`src/hw/rtl/usps_pkg.sv`:
```
package usps_pkg;

   localparam int LINE_LIMIT_DEF = 32;

   localparam int BYTE_W     = 8;
   localparam int OFFSET_W   = 11;
   localparam int TENTHS_W   = 15;
   localparam int MAG_W      = 14;
   localparam int DIGIT_W    = 4;
   localparam int DIGITS     = 4;
   localparam int STATUS_W   = 2;
   localparam int CSR_IDX_W  = 3;
   localparam int CSR_DATA_W = 11;

   localparam logic [BYTE_W-1:0] CH_NEWLINE = 8'd10;
   localparam logic [BYTE_W-1:0] CH_MINUS   = 8'd45;
   localparam logic [BYTE_W-1:0] CH_ZERO    = 8'd48;
   localparam logic [BYTE_W-1:0] CH_NINE    = 8'd57;

   localparam logic [0:0] FUNC_TICK = 1'b0;

   localparam logic [STATUS_W-1:0] STATUS_NONE = 2'd0;
   localparam logic [STATUS_W-1:0] STATUS_GOOD = 2'd1;
   localparam logic [STATUS_W-1:0] STATUS_ERR  = 2'd2;

   // register indexes on the configuration port
   localparam logic [CSR_IDX_W-1:0] CSR_IDENTIFY_CMD = 3'd0;
   localparam logic [CSR_IDX_W-1:0] CSR_IDENTITY_RSP = 3'd1;
   localparam logic [CSR_IDX_W-1:0] CSR_UPDATE_CMD   = 3'd2;
   localparam logic [CSR_IDX_W-1:0] CSR_OK_RSP       = 3'd3;
   localparam logic [CSR_IDX_W-1:0] CSR_TEMP_CMD     = 3'd4;
   localparam logic [CSR_IDX_W-1:0] CSR_HUMID_CMD    = 3'd5;
   localparam logic [CSR_IDX_W-1:0] CSR_TEMP_OFFSET  = 3'd6;

   localparam logic [BYTE_W-1:0]   IDENTIFY_CMD_RST = 8'd73;
   localparam logic [BYTE_W-1:0]   IDENTITY_RSP_RST = 8'd73;
   localparam logic [BYTE_W-1:0]   UPDATE_CMD_RST   = 8'd85;
   localparam logic [BYTE_W-1:0]   OK_RSP_RST       = 8'd79;
   localparam logic [BYTE_W-1:0]   TEMP_CMD_RST     = 8'd84;
   localparam logic [BYTE_W-1:0]   HUMID_CMD_RST    = 8'd72;
   localparam logic [OFFSET_W-1:0] TEMP_OFFSET_RST  = 11'd0;

   // line positions of the sign and the four digits in "T+000.0"
   localparam int POS_SIGN = 1;
   localparam int POS_D0   = 2;
   localparam int POS_D1   = 3;
   localparam int POS_D2   = 4;
   localparam int POS_D3   = 6;

   localparam logic [MAG_W-1:0] W_THOUSAND = 14'd1000;
   localparam logic [MAG_W-1:0] W_HUNDRED  = 14'd100;
   localparam logic [MAG_W-1:0] W_TEN      = 14'd10;

   typedef enum logic [6:0] {
      PH_IDLE       = 7'b0000001,
      PH_WAIT_ID    = 7'b0000010,
      PH_SKIP_LINE  = 7'b0000100,
      PH_UPD_FIRST  = 7'b0001000,
      PH_UPD_SECOND = 7'b0010000,
      PH_WAIT_T     = 7'b0100000,
      PH_WAIT_H     = 7'b1000000
   } phase_type;

   typedef logic [DIGIT_W-1:0] digit_type;

   function automatic digit_type digit_of(input logic [BYTE_W-1:0] c);
      logic [BYTE_W-1:0] d;
      d = c - CH_ZERO;
      if (c >= CH_ZERO && c <= CH_NINE) begin
         return d[DIGIT_W-1:0];
      end
      return '0;
   endfunction

endpackage

```
`src/hw/rtl/uart_sensor_poll_sequencer_top.sv`:
```
// An item passes through the input register; its result, if any, is loaded into the result
// register, which drives rsp_valid.
// Throughput: one item per cycle; an item with no result never waits on the output side.
// An item with a result waits in the input register only while the result register is
// full and not being taken.
// Reset (synchronous, active high): phase idle, line state cleared, status no data,
// configuration registers at their default values, both pipeline registers empty.
module uart_sensor_poll_sequencer_top #(
   parameter int LINE_LIMIT = usps_pkg::LINE_LIMIT_DEF
) (
   input  logic                                    clock,
   input  logic                                    reset,

   input  logic                                    req_valid,
   output logic                                    req_ready,
   input  logic                                    req_func,
   input  logic [usps_pkg::BYTE_W-1:0]             req_rx_byte,

   output logic                                    rsp_valid,
   input  logic                                    rsp_ready,
   output logic                                    rsp_tx_valid,
   output logic [usps_pkg::BYTE_W-1:0]             rsp_tx_byte,
   output logic                                    rsp_update_begin,
   output logic                                    rsp_reading_valid,
   output logic signed [usps_pkg::TENTHS_W-1:0]    rsp_temperature_tenths,
   output logic signed [usps_pkg::TENTHS_W-1:0]    rsp_humidity_tenths,
   output logic [usps_pkg::STATUS_W-1:0]           rsp_reading_status,

   input  logic                                    csr_valid,
   output logic                                    csr_ready,
   input  logic [usps_pkg::CSR_IDX_W-1:0]          csr_index,
   input  logic [usps_pkg::CSR_DATA_W-1:0]         csr_wdata
);
   import usps_pkg::*;

   localparam int PW = $clog2(LINE_LIMIT + 1);
   localparam logic [PW-1:0] POS_LIMIT = PW'(LINE_LIMIT);

   // configuration
   logic [BYTE_W-1:0]          identify_cmd_ff;
   logic [BYTE_W-1:0]          identity_rsp_ff;
   logic [BYTE_W-1:0]          update_cmd_ff;
   logic [BYTE_W-1:0]          ok_rsp_ff;
   logic [BYTE_W-1:0]          temp_cmd_ff;
   logic [BYTE_W-1:0]          humid_cmd_ff;
   logic signed [OFFSET_W-1:0] temp_offset_ff;

   // input register
   logic               item_valid_ff;
   logic               item_func_ff;
   logic [BYTE_W-1:0]  item_byte_ff;

   // sequencer state
   phase_type                  phase_ff, phase_in;
   logic [STATUS_W-1:0]        status_ff, status_in;
   logic [PW-1:0]              pos_ff, pos_in;
   logic                       neg_ff, neg_in;
   digit_type                  dig_ff [DIGITS];
   digit_type                  dig_in [DIGITS];
   logic signed [TENTHS_W-1:0] held_ff, held_in;

   // result register
   logic                       out_valid_ff;
   logic                       out_tx_valid_ff, out_tx_valid_in;
   logic [BYTE_W-1:0]          out_tx_byte_ff, out_tx_byte_in;
   logic                       out_begin_ff, out_begin_in;
   logic                       out_reading_ff, out_reading_in;
   logic signed [TENTHS_W-1:0] out_temp_ff, out_temp_in;
   logic signed [TENTHS_W-1:0] out_humid_ff, out_humid_in;
   logic [STATUS_W-1:0]        out_status_ff, out_status_in;

   logic                       res_fire;
   logic                       advance;
   logic [MAG_W-1:0]           line_mag;
   logic signed [TENTHS_W-1:0] mag_s;
   logic signed [TENTHS_W-1:0] line_val;
   logic signed [TENTHS_W-1:0] temp_sum;

   assign line_mag = MAG_W'(dig_ff[0]) * W_THOUSAND + MAG_W'(dig_ff[1]) * W_HUNDRED
                   + MAG_W'(dig_ff[2]) * W_TEN + MAG_W'(dig_ff[3]);
   assign mag_s    = TENTHS_W'(line_mag);
   assign line_val = neg_ff ? -mag_s : mag_s;
   assign temp_sum = line_val + TENTHS_W'(temp_offset_ff);

   always_comb begin
      phase_in        = phase_ff;
      status_in       = status_ff;
      pos_in          = pos_ff;
      neg_in          = neg_ff;
      dig_in          = dig_ff;
      held_in         = held_ff;
      res_fire        = 1'b0;
      out_tx_valid_in = 1'b0;
      out_tx_byte_in  = '0;
      out_begin_in    = 1'b0;
      out_reading_in  = 1'b0;
      out_temp_in     = '0;
      out_humid_in    = '0;
      out_status_in   = STATUS_NONE;

      if (item_func_ff == FUNC_TICK) begin
         if (phase_ff == PH_IDLE) begin
            status_in       = STATUS_NONE;
            phase_in        = PH_WAIT_ID;
            res_fire        = 1'b1;
            out_tx_valid_in = 1'b1;
            out_tx_byte_in  = identify_cmd_ff;
         end
      end else begin
         case (phase_ff)
            PH_WAIT_ID: begin
               if (item_byte_ff == identity_rsp_ff) begin
                  phase_in = PH_SKIP_LINE;
                  pos_in   = '0;
                  neg_in   = 1'b0;
                  dig_in   = '{default: '0};
               end else begin
                  phase_in        = PH_UPD_FIRST;
                  res_fire        = 1'b1;
                  out_tx_valid_in = 1'b1;
                  out_tx_byte_in  = update_cmd_ff;
                  out_begin_in    = 1'b1;
               end
            end
            PH_SKIP_LINE: begin
               if (item_byte_ff == CH_NEWLINE) begin
                  phase_in        = PH_UPD_FIRST;
                  res_fire        = 1'b1;
                  out_tx_valid_in = 1'b1;
                  out_tx_byte_in  = update_cmd_ff;
                  out_begin_in    = 1'b1;
               end
            end
            PH_UPD_FIRST: begin
               status_in = (item_byte_ff == ok_rsp_ff) ? STATUS_GOOD : STATUS_ERR;
               phase_in  = PH_UPD_SECOND;
            end
            PH_UPD_SECOND: begin
               pos_in          = '0;
               neg_in          = 1'b0;
               dig_in          = '{default: '0};
               phase_in        = PH_WAIT_T;
               res_fire        = 1'b1;
               out_tx_valid_in = 1'b1;
               out_tx_byte_in  = temp_cmd_ff;
            end
            PH_WAIT_T, PH_WAIT_H: begin
               if (item_byte_ff != CH_NEWLINE) begin
                  // drop bytes once the line is past its limit
                  if (pos_ff < POS_LIMIT) begin
                     case (pos_ff)
                        PW'(POS_SIGN): neg_in    = (item_byte_ff == CH_MINUS);
                        PW'(POS_D0):   dig_in[0] = digit_of(item_byte_ff);
                        PW'(POS_D1):   dig_in[1] = digit_of(item_byte_ff);
                        PW'(POS_D2):   dig_in[2] = digit_of(item_byte_ff);
                        PW'(POS_D3):   dig_in[3] = digit_of(item_byte_ff);
                        default:       ;
                     endcase
                     pos_in = pos_ff + PW'(1);
                  end
               end else begin
                  pos_in   = '0;
                  neg_in   = 1'b0;
                  dig_in   = '{default: '0};
                  res_fire = 1'b1;
                  if (phase_ff == PH_WAIT_T) begin
                     held_in         = temp_sum;
                     phase_in        = PH_WAIT_H;
                     out_tx_valid_in = 1'b1;
                     out_tx_byte_in  = humid_cmd_ff;
                  end else begin
                     phase_in       = PH_IDLE;
                     out_reading_in = 1'b1;
                     out_temp_in    = held_ff;
                     out_humid_in   = line_val;
                     out_status_in  = status_ff;
                  end
               end
            end
            default: ;
         endcase
      end
   end

   // hold the item while its result cannot enter the result register
   assign advance   = item_valid_ff && (!res_fire || !out_valid_ff || rsp_ready);
   assign req_ready = !item_valid_ff || advance;
   assign csr_ready = 1'b1;

   always_ff @(posedge clock) begin
      if (reset) begin
         identify_cmd_ff <= IDENTIFY_CMD_RST;
         identity_rsp_ff <= IDENTITY_RSP_RST;
         update_cmd_ff   <= UPDATE_CMD_RST;
         ok_rsp_ff       <= OK_RSP_RST;
         temp_cmd_ff     <= TEMP_CMD_RST;
         humid_cmd_ff    <= HUMID_CMD_RST;
         temp_offset_ff  <= TEMP_OFFSET_RST;
      end else if (csr_valid && csr_ready) begin
         case (csr_index)
            CSR_IDENTIFY_CMD: identify_cmd_ff <= csr_wdata[BYTE_W-1:0];
            CSR_IDENTITY_RSP: identity_rsp_ff <= csr_wdata[BYTE_W-1:0];
            CSR_UPDATE_CMD:   update_cmd_ff   <= csr_wdata[BYTE_W-1:0];
            CSR_OK_RSP:       ok_rsp_ff       <= csr_wdata[BYTE_W-1:0];
            CSR_TEMP_CMD:     temp_cmd_ff     <= csr_wdata[BYTE_W-1:0];
            CSR_HUMID_CMD:    humid_cmd_ff    <= csr_wdata[BYTE_W-1:0];
            CSR_TEMP_OFFSET:  temp_offset_ff  <= signed'(csr_wdata[OFFSET_W-1:0]);
            default: ;
         endcase
      end
   end

   always_ff @(posedge clock) begin
      if (reset) begin
         item_valid_ff <= 1'b0;
      end else if (req_valid && req_ready) begin
         item_valid_ff <= 1'b1;
      end else if (advance) begin
         item_valid_ff <= 1'b0;
      end
   end

   always_ff @(posedge clock) begin
      if (req_valid && req_ready) begin
         item_func_ff <= req_func;
         item_byte_ff <= req_rx_byte;
      end
   end

   always_ff @(posedge clock) begin
      if (reset) begin
         phase_ff  <= PH_IDLE;
         status_ff <= STATUS_NONE;
         pos_ff    <= '0;
         neg_ff    <= 1'b0;
         dig_ff    <= '{default: '0};
         held_ff   <= '0;
      end else if (advance) begin
         phase_ff  <= phase_in;
         status_ff <= status_in;
         pos_ff    <= pos_in;
         neg_ff    <= neg_in;
         dig_ff    <= dig_in;
         held_ff   <= held_in;
      end
   end

   always_ff @(posedge clock) begin
      if (reset) begin
         out_valid_ff <= 1'b0;
      end else if (advance && res_fire) begin
         out_valid_ff <= 1'b1;
      end else if (rsp_ready) begin
         out_valid_ff <= 1'b0;
      end
   end

   always_ff @(posedge clock) begin
      if (advance && res_fire) begin
         out_tx_valid_ff <= out_tx_valid_in;
         out_tx_byte_ff  <= out_tx_byte_in;
         out_begin_ff    <= out_begin_in;
         out_reading_ff  <= out_reading_in;
         out_temp_ff     <= out_temp_in;
         out_humid_ff    <= out_humid_in;
         out_status_ff   <= out_status_in;
      end
   end

   assign rsp_valid              = out_valid_ff;
   assign rsp_tx_valid           = out_tx_valid_ff;
   assign rsp_tx_byte            = out_tx_byte_ff;
   assign rsp_update_begin       = out_begin_ff;
   assign rsp_reading_valid      = out_reading_ff;
   assign rsp_temperature_tenths = out_temp_ff;
   assign rsp_humidity_tenths    = out_humid_ff;
   assign rsp_reading_status     = out_status_ff;

endmodule
```
`config.mk`:
```
export PLATFORM = sky130hd
export DESIGN_NAME = uart_sensor_poll_sequencer_top
export DESIGN_NICKNAME = d
export VERILOG_FILES = /design/src/hw/rtl/usps_pkg.sv /design/src/hw/rtl/uart_sensor_poll_sequencer_top.sv
export SDC_FILE = /design/constraint.sdc
export NUM_CORES = 1
export LEC_CHECK = 0
export BUFFER_PORTS_ARGS = -buffer_cell sky130_fd_sc_hd__buf_4
export CORE_ASPECT_RATIO = 1.1
export CORE_MARGIN = 3
export CORE_UTILIZATION = 49
export DETAILED_ROUTE_END_ITERATION = 7
export MAX_ROUTING_LAYER = met4
export PLACE_DENSITY = 0.67
export SYNTH_ARGS = -nofsm -noshare
export SYNTH_HDL_FRONTEND = slang
export SYNTH_SLANG_ARGS = --single-unit
```
`constraint.sdc`:
```
create_clock -name clock -period 16.59 [get_ports clock]
set_input_delay 2.4885 -clock clock [delete_from_list [all_inputs] [get_ports clock]]
set_output_delay 2.4885 -clock clock [all_outputs]
set_load 0.02 [all_outputs]
```
==> Yosys cells after proc, flatten, opt, wreduce, memory -nomap -nowiden <==
Index checks and enable logic that the tools add are counted.
{ "totals": {"regBits": 160, "latch_bits": 0, "mem_bits_rw": 0, "rom_bits": 0, "wordCells": 189, "memories": 0} }
{ "op_classes": {"n_addsub": 7, "mul": 3, "div_mod_pow": 0, "order_cmp": 3, "eq_ne": 34, "n_shift": 0, "muxes": 78, "bitwise_logic": 3, "reduce_logical": 34} }
{ "op_table": {"columns": ["cell", "count"], "rows": [
  ["$mux W16", 3],
  ["$mux W8", 6],
  ["$pmux W16 S3", 1],
  ["$mux W4", 10],
  ["$mux W1", 38],
  ["$mux W7", 5],
  ["$pmux W7 S5", 1],
  ["$pmux W8 S4", 1],
  ["$reduce_and A6 Y1", 5],
  ["$mux W6", 3],
  ["$pmux W6 S3", 1],
  ["$eq A8 B8 Y1", 2],
  ["$add A15 B11 Y15", 1],
  ["$mux W15", 1],
  ["$ne A3 B2 Y1 const B", 5],
  ["$neg A14 Y15", 1],
  ["$reduce_and A5 Y1", 3],
  ["$add A14 B11 Y14", 1],
  ["$add A14 B4 Y14", 1],
  ["$add A14 B8 Y14", 1],
  ["$reduce_and A2 Y1", 7],
  ["$eq A6 B2 Y1 const B", 2],
  ["$eq A6 B3 Y1 const B", 2],
  ["$mul A4 B7 Y11 const B", 1],
  ["40 further kinds", 60]
]} }

==> Depth between registers and ports, before layout <==
Gate-level depths: netlist of run 1.
{ "depth": {"word_depth": 13, "mapped_depth": 23, "mapped_depth_nobuf": 23} }

==> Worst setup path after synthesis of run 1 <==
Ideal clock, no wire load.
{ "synth_timing": {"kind": "input to output", "from": "input rsp_ready", "to": "output req_ready", "arrival_time_ns": 3.042, "required_ns": 14.101, "setup_slack_ns": 11.060, "cell_stages": 2, "cell_sequence": "nand2b_1 or2_2"} }
{ "synth_between": {"elab_chain_len": 3} }
{ "synth_rtl": {"columns": ["item", "line_no", "text"], "rows": [
  ["from (decl)", "uart_sensor_poll_sequencer_top.sv:20", "input logic rsp_ready,"],
  ["$logic_or A1 B1 Y1", "uart_sensor_poll_sequencer_top.sv:186", "assign advance = item_valid_ff && (!res_fire || !out_valid_ff || rsp_ready);"],
  ["$logic_and A1 B1 Y1", "uart_sensor_poll_sequencer_top.sv:186", null],
  ["$logic_or A1 B1 Y1", "uart_sensor_poll_sequencer_top.sv:187", "assign req_ready = !item_valid_ff || advance;"],
  ["to (decl)", "uart_sensor_poll_sequencer_top.sv:15", "output logic req_ready,"]
]} }
No other way between the ends.

==> Worst setup path after layout of run 1 <==
{ "layout_timing": {"from": "register dig_ff[14] (netlist name)", "to": "register held_ff[13]"} }
{ "layout_between": {"elab_chain_len": 7} }
{ "layout_rtl": {"columns": ["item", "line_no", "text"], "rows": [
  ["from (decl)", "uart_sensor_poll_sequencer_top.sv:58", "digit_type dig_ff [DIGITS];"],
  ["from (signal assigned)", "uart_sensor_poll_sequencer_top.sv:243", "dig_ff <= dig_in;"],
  ["$mul A4 B7 Y11 *", "uart_sensor_poll_sequencer_top.sv:79", "assign line_mag = MAG_W'(dig_ff[0]) * W_THOUSAND + MAG_W'(dig_ff[1]) * W_HUNDRED"],
  ["$add A14 B11 Y14 *", "uart_sensor_poll_sequencer_top.sv:79", null],
  ["$add A14 B8 Y14 *", "uart_sensor_poll_sequencer_top.sv:80", "+ MAG_W'(dig_ff[2]) * W_TEN + MAG_W'(dig_ff[3]);"],
  ["$add A14 B4 Y14 *", "uart_sensor_poll_sequencer_top.sv:80", null],
  ["$neg A14 Y15", "uart_sensor_poll_sequencer_top.sv:82", "assign line_val = neg_ff ? -mag_s : mag_s;"],
  ["$mux W15 *", "uart_sensor_poll_sequencer_top.sv:82", null],
  ["net line_val[10]", "uart_sensor_poll_sequencer_top.sv:76", "logic signed [TENTHS_W-1:0] line_val;"],
  ["$add A15 B11 Y15 *", "uart_sensor_poll_sequencer_top.sv:83", "assign temp_sum = line_val + TENTHS_W'(temp_offset_ff);"],
  ["to (signal assigned)", "uart_sensor_poll_sequencer_top.sv:244", "held_ff <= held_in;"],
  ["to (decl)", "uart_sensor_poll_sequencer_top.sv:60", "logic signed [TENTHS_W-1:0] held_ff, held_in;"]
]} }
The timed path passes the listed nets; every way through them passes the cells marked *.
A chain may end at the register's enable or synchronous reset.

==> metrics.md, run 1 <==
| Metric | Value |
|---|---|
| Worst skew pair latency | 0.42 ns |
| Port-buffer cells | slightly above 70 |
| Hpwl dp | approximately 15,000 um |
| Seq cells post-synth | 160 |
| Status | completed |
| Synth Flop Type | dfxtp_1 |
| First-pass GRT wire length | 33,840 um |
| Gr ovfl total | 0 |
| Cell leakage power | between 4 and 5 nW |
| Via density | between 5 and 6 |
| Crit share post-route | 0.3603 |
| Worst-Margin Slew | 1.116 ns |
| Final Slew Violations | 0 |
| Clk slew on worst S/H paths | ~0.060 ns |
| Die span in x | 135.1 um |
| FF/Latch Area | between 3000 and 4000 sq um |
| Worst-case reg-to-reg path depth | 19 |
| Share of power burned in combinational logic | 0.053 |
| Crit Path Category | flop to flop |
| Yosys warning count | 0 |
| Nets | approximately 1,100 |
| Post-cts resize count | 0 |
| Clock root cell | clkbuf_16 |
| Commonest non-fill, non-tap cell in the layout | nand2_1 |
| Vias in the first global route | roughly 6,700 |
| Commonest non-fill, non-tap cells in the layout | nand2_1, dfxtp_1, buf_4, ha_1, a21oi_1 |
| HP Start | held_ff[3] |
| Core box area | 17,870 sq um |
| Die area | about 20,000 sq um |
| Total power | a little over 900 uW |
| CTS Buffer Depth | 2 |
| Power Density | 88.53 nW/um^2 |
| FMAX | ~0.17 GHz |
| Net Count, Synth | about 1,100 |
| Pint | around 720 uW |
| Final Hold Viols | 0 |
| Largest net degree at the start of global routing | 46 |
| Diode count | 0 |
| RSZ-0062 raised after global routing | false |
| Worst hold path endpoint | held_ff[3] |
| Initial antenna violation count | 0 |
| WL/cell | about 16 um |
| Worst-path maximum fanout | 8 |
| Total of max-cap violations | 0 |
| Crit. End Element | flop |
| Clock power share | 0.491 |
| CTS Buf Count | 17 |
| Gr usage total | 0.2181 |
| Crit path time final | 5.978 ns |
| Syn_area_per_cell | between 9 and 10 sq um |
| Slew HR | 0.2544 |
| Final TNS setup | 0 ns |
| Setup violators final | 0 |
| Synth Area in Compound Gates | 0.1345 |
| Largest family of logic cells by synthesized area | simple AND/OR/NAND/NOR gates |
| Net switching power | 202.5 uW |
| Sequential power share | 0.457 |
| Routed Antenna Nets | 0 |
| Hold Path Depth | 2 |
| Hold Path Class | flop to flop |
| # rows | 51 |
| Multi-input logic area | 4971 sq um |
| Reg2reg setup slack | 10.61 ns |
| TritonCTS clock tree | yes |
| Post-synthesis sequential area ratio | 0.4143 |
| DR iter-0 viols | between 400 and 500 |
| Starting Density | 0.5031 |
| Io pins | 74 |
| Req. time, crit path | around 17 ns |
| Worst R2R Start | dig_ff[14] |
| Capturing point of the worst reg2reg path | held_ff[13] |
| Arrival time worst endpoint | between 6 and 7 ns |
| Max IR drop VDD | approximately 0.1 mV |
| Vias after detailed routing | about 7,000 |
| Share of cells above drive strength 1 | 0.1170 |
| Sw Ratio | 0.2201 |
| Post-CTS Setup Repair Bufs | 0 |
| Synth Area in XOR/XNOR | 0.06041 |
| CP Launch Point | dig_ff[14] |
| EDFF count, synth | 52 |
| Hold buffers post-CTS | 0 |
| Drc violations | 0 |
| FFs w/ async S/R, synth | 0 |
| Mux contribution to synthesized area | 0.01893 |
| Area delta synth->final | 15.62% |
| Post-Syn Area | around 9000 sq um |
| DR pass1 iterations | 5 |
| Routed WL | about 21,000 um |
| Total clock sinks | 160 |
| CTS H-tree depth | 4 |
| Placer's final routability congestion estimate | roughly 0.9 |
| Synth Instances | 962 |
| Post-Route Skew | ~0.0056 ns |
| Filler cells | ~1,600 |
| Synth unique cells | 68 |
| Die Ht | ~150 um |
| Synth Area in Adders | 0.1361 |
| Worst Setup Start Kind | flop |
| Post-Synth Simple-Gate Area | 0.2018 |
cells by family after synthesis:
family,Yosys count
compound gates,182
xor+xnor,62
fa+ha+maj,87
buf+inv,77
flops,160
mux,17
other cells,1
simple gates,376
power by group through the flow:
stage	sequential, mW	clock [mW]	combinational [mW]
after global routing	0.421	0.472	0.0528
after detailed placement	0.429	0	0.0484
after global placement	0.429	0	0.0481
after floorplan	0.431	0	0.0243
after CTS	0.420	0.455	0.0486
final	0.420	0.451	0.0486
worst max path at each step:
stage,end
5_1_grt,held_ff[13]
4_1_cts,held_ff[13]
6_report,held_ff[13]
3_3_place_gp,held_ff[14]
2_1_floorplan,req_ready
3_5_place_dp,held_ff[13]
critical path, cell delays in order, from the launching register on:
cell	delay, ns
dfxtp_1	0.51
fa_1	0.54
fa_1	0.49
ha_1	0.36
xor2_1	0.18
ha_1	0.29
ha_1	0.30
ha_1	0.39
or4b_2	0.70
nand3_1	0.16
nor2_1	0.09
nand2_1	0.08
nand2_1	0.06
xor2_1	0.18
ha_1	0.35
and3_1	0.25
and4_1	0.21
o31a_1	0.29
o21a_1	0.17
o41ai_1	0.26
area by class of cell:
type	count	share of cell area
sequential	160	0.3583
timing repair buffer	76	0.05490
inverter	41	0.01481
clock inverter	14	0.02372
multi-input combinational	725	0.4783
clock buffer	18	0.04130
tap	238	0.02865
registers in the layout, summed over array words and instances, names as in the netlist, 2 cells and up:
signal	count
pos_ff	6
rsp_tx_byte	8
dig_ff	16
update_cmd_ff	8
temp_offset_ff	11
identify_cmd_ff	8
item_byte_ff	8
humid_cmd_ff	8
rsp_temperature_tenths	15
held_ff	15
ok_rsp_ff	8
rsp_reading_status	2
phase_ff	7
identity_rsp_ff	8
temp_cmd_ff	8
status_ff	2
rsp_humidity_tenths	15
Yosys cell counts (all sizes together), types with 5 or more instances:
cell type	count	area share
nand2b	7	0.0049
nand4	10	0.0070
xor2	11	0.011
a222oi	8	0.0089
nor2	61	0.025
ha	69	0.096
a211oi	9	0.0075
a31oi	5	0.0035
dfxtp	108	0.24
xnor2	51	0.050
a21oi	64	0.036
o21ai	29	0.016
edfxtp	52	0.17
o21bai	5	0.0042
o21a	6	0.0050
nand2	161	0.067
and2	34	0.024
clkbuf	27	0.011
inv	40	0.017
and3	8	0.0056
o31ai	6	0.0050
buf	9	0.0051
a21o	10	0.0084
fa	18	0.040
nor3	17	0.011
nor2b	14	0.0097
nand3	38	0.021
a22o	8	0.0078
a22oi	8	0.0067
mux2i	17	0.019
routing by layer:
metal | track usage | wire length [um] | vias up | share of wire
met1 | 0.2922 | 9720 | 3281 | 0.47
met3 | 0.03620 | 904 | 22 | 0.043
li1 | - | - | 3509 | -
met4 | 0.06401 | 283 | 0 | 0.014
met2 | 0.3436 | 9887 | 162 | 0.48
met5 | - | 0 | - | 0
through the flow:
| step | hold WS (ns) | cell area, sq um | instances | util | setup WS (ns) |
|---|---|---|---|---|---|
| floorplan | 0.4273 | 8989 | 962 | - | 11.06 |
| global placement | 0.4355 | 9717 | 1240 | 0.5438 | 10.77 |
| detailed placement | 0.4444 | 9717 | 1240 | 0.5438 | 10.63 |
| CTS | 0.4518 | 10390 | 1272 | 0.5817 | 10.59 |
| global route | 0.4781 | 10390 | 1272 | 0.5817 | 10.27 |
| finish | 0.4523 | 10390 | 1272 | 0.5817 | 10.61 |
Note: power is estimated with default switching activity, not from simulation.
==> run 2: changes to the inputs <==
Settings changed: ABC_AREA from default to 1, PLACE_DENSITY 0.67 to 0.7.
Clock period 16.59 ns to 4.9 ns, I/O delays scaled along.
==> run 2 against run 1 <==
  * The run now ends with negative setup slack left
  * Flip-flop and latch count is the same
  * Combinational power grew to 3.6 times the previous value
  * Cell count grew 24%
  * Clock-buffer cell count is the same
  * Hold slack gained 0.0012 ns
  * First-iteration DRC count grew 16%
  * Largest cell class unchanged
==> metrics.md, run 2 <==
| Metric | Value |
|---|---|
| Gr ovfl total | 0 |
| Gr usage total | 0.2199 |
| Io pins | 74 |
| Top cells by area, synth | dfxtp_1, edfxtp_1, nand2_1 |
| Max IR drop VDD | 0.2664 mV |
| Commonest non-fill, non-tap cells in the layout | nand2_1, nor2_1, inv_1, buf_4, dfxtp_1 |
| Slowest cell delay on critical path | between 0.6 and 0.7 ns |
| CTS H-tree depth | 4 |
| Nets | 1,433 |
| Vias in the first global route | roughly 7,700 |
| Placed Area | 10,710 sq um |
| Yosys top cell by area | dfxtp_1 |
| Crit. End Element | flop |
| Post-Place Cells | about 1,500 |
| TritonCTS clock tree | yes |
| Violated checks | negative setup slack |
| Worst setup margin | -0.3311 ns |
| Crit-path slowest cell | fa_2 |
| Via density | ~5.2 |
| CTS Buffer Depth | 2 |
| Synth Instances | 1,190 |
| Status | finished, violations left |
| Post-Route Skew | between 0.01 and 0.015 ns |
| FFs w/ async S/R, synth | 0 |
| Starting Density | 0.5054 |
| CTS Buf Count | 17 |
| Largest net degree at the start of global routing | between 60 and 70 |
| Most frequent cell after synthesis | nand2_1 |
| Worst skew pair latency | 0.44 ns |
| Synth unique cells | 51 |
| RSZ-0062 raised after global routing | true |
| Setup violators final | 3 |
| Cell area after layout | approximately 12,000 sq um |
| Final Slew Violations | 0 |
| Worst-Margin Slew | between 0.9 and 1 ns |
| Power Density | roughly 250 nW/um^2 |
| Crit share post-route | 1.068 |
| WL/cell | about 14 um |
| Diode count | 0 |
| Hpwl dp | between 15,000 and 20,000 um |
| Post-synthesis sequential area ratio | 0.3959 |
| Final TNS setup | -0.5715 ns |
| Commonest non-fill, non-tap cell in the layout | nand2_1 |
| Core box area | roughly 19,000 sq um |
| Routed Antenna Nets | 0 |
| Req. time, crit path | about 5.2 ns |
| Share of the synthesized area in the top cell type | 0.2299 |
| EDFF count, synth | 52 |
| Die span in x | about 140 um |
| Worst Setup Start Kind | flop |
| Placement Setup Slack | -0.3482 ns |
| Drc violations | 0 |
| Critical path's top delay family | adder cells |
| Hold Path Class | flop to flop |
| Crit path time final | 5.231 ns |
| Seq cells post-synth | 160 |
| Layout Cells excl Fill | 1,574 |
| Slew HR | 0.3440 |
| Yosys warning count | 0 |
| Vias after detailed routing | 8,141 |
| Buf+Inv Stages, Crit Path | 3 |
| Placer's final routability congestion estimate | about 0.9 |
| Post-Syn Area | ~9400 sq um |
| Cell leakage power | approximately 5.3 nW |
| FMAX | 0.1912 GHz |
| Max reg flops | 16 |
| Total of max-cap violations | 0 |
| Die area | between 20,000 and 25,000 sq um |
| Area delta synth->final | 23.43% |
| Post-synth top cells | nand2_1, nor2_1, inv_1, dfxtp_1, nand3_1 |
| Largest Register | dig_ff |
| Syn_area_per_cell | between 7 and 8 sq um |
| DR pass1 iterations | 6 |
| Final Hold Viols | 0 |
| Routed WL | about 22,000 um |
| Port-buffer cells | between 70 and 80 |
| First-pass GRT wire length | roughly 37,000 um |
| Synth Flop Type | dfxtp_1 |
| Total clock sinks | 160 |
| Die Ht | 151.3 um |
| Share of cells above drive strength 1 | 0.2126 |
| Net Count, Synth | 1,305 |
| Worst-path maximum fanout | 4 |
| Crit Path Category | flop to flop |
| # rows | 52 |
| Arrival time worst endpoint | 5.56 ns |
| Clk slew on worst S/H paths | roughly 0.070 ns |
| DR iter-0 viols | 567 |
| Clock root cell | clkbuf_16 |
| WHS | ~0.45 ns |
| Initial antenna violation count | 0 |
## run 2: cell types whose count changed after synthesis, moves of 34 or more
cell and change:
and2_1 -34, inv_1 +108, nand2_1 +76, nand3_1 +38, nor2_1 +103, o21ai_0 +46
## run 2: through the flow
step	util	total power [mW]
floorplan	-	1.548
global placement	0.5757	1.618
detailed placement	0.5757	1.620
CTS	0.6130	2.912
global route	0.6239	2.993
finish	0.6239	2.900
## run 2: kinds of logic after synthesis
kind of cell / count (synthesis) / share of synthesized area
compound gates: 171 / 0.1015
xor+xnor: 46 / 0.04284
fa+ha+maj: 87 / 0.1301
buf+inv: 184 / 0.07556
flops: 160 / 0.3959
other cells: 1 / 0.0003987
simple gates: 541 / 0.2537
## run 2: final cells by class
cell class | count | area [sq um]
timing repair buffer | 134 | 1006
fill | 1644 | 6999
sequential | 160 | 3732
tap | 243 | 304.0
clock inverter | 14 | 140.1
inverter | 159 | 600.6
clock buffer | 18 | 439.2
multi-input combinational | 846 | 5386
## run 2: timing repair
| item | 4_1_cts | 5_1_grt |
|---|---|---|
| gates resized for setup | 26 | 38 |
| cloned | 0 | 0 |
| pin swaps | 19 | 33 |
| hold buffers | 0 | 0 |
| endpoints found under the setup margin | 7 | 8 |
| buffers inserted | 1 | 1 |
## run 2: per-layer routing
metal  wire (um)  part of all wire  global-route usage  vias to the layer above
met3         771             0.035             0.03284                       39
li1            -                 -                   -                     4130
met4         529             0.024             0.07065                        0
met5           0                 0                   -                        -
met1        9998              0.45              0.2721                     3795
met2       11010              0.49              0.3743                      177
## run 2: worst min-delay path: stages, from the launching register on
cell and delay (ns):
dfxtp_1 0.30, inv_1 0.06, a21oi_1 0.05
## run 2: path summary, 6_finish.rpt
kind	from	end	slack [ns]	depth (start not counted)
min reg2reg	held_ff[8]	held_ff[8]	0.45	2
min	held_ff[8]	held_ff[8]	0.45	2
max	dig_ff[14]	held_ff[14]	-0.33	30
max reg2reg	dig_ff[14]	held_ff[14]	-0.33	30
## run 2: power by group
group	switching, mW	internal [mW]	total [mW]
Clock	0.616	0.690	1.31
Combinational	0.110	0.0637	0.173
Sequential	0.0234	1.40	1.42
Total	0.749	2.15	2.90
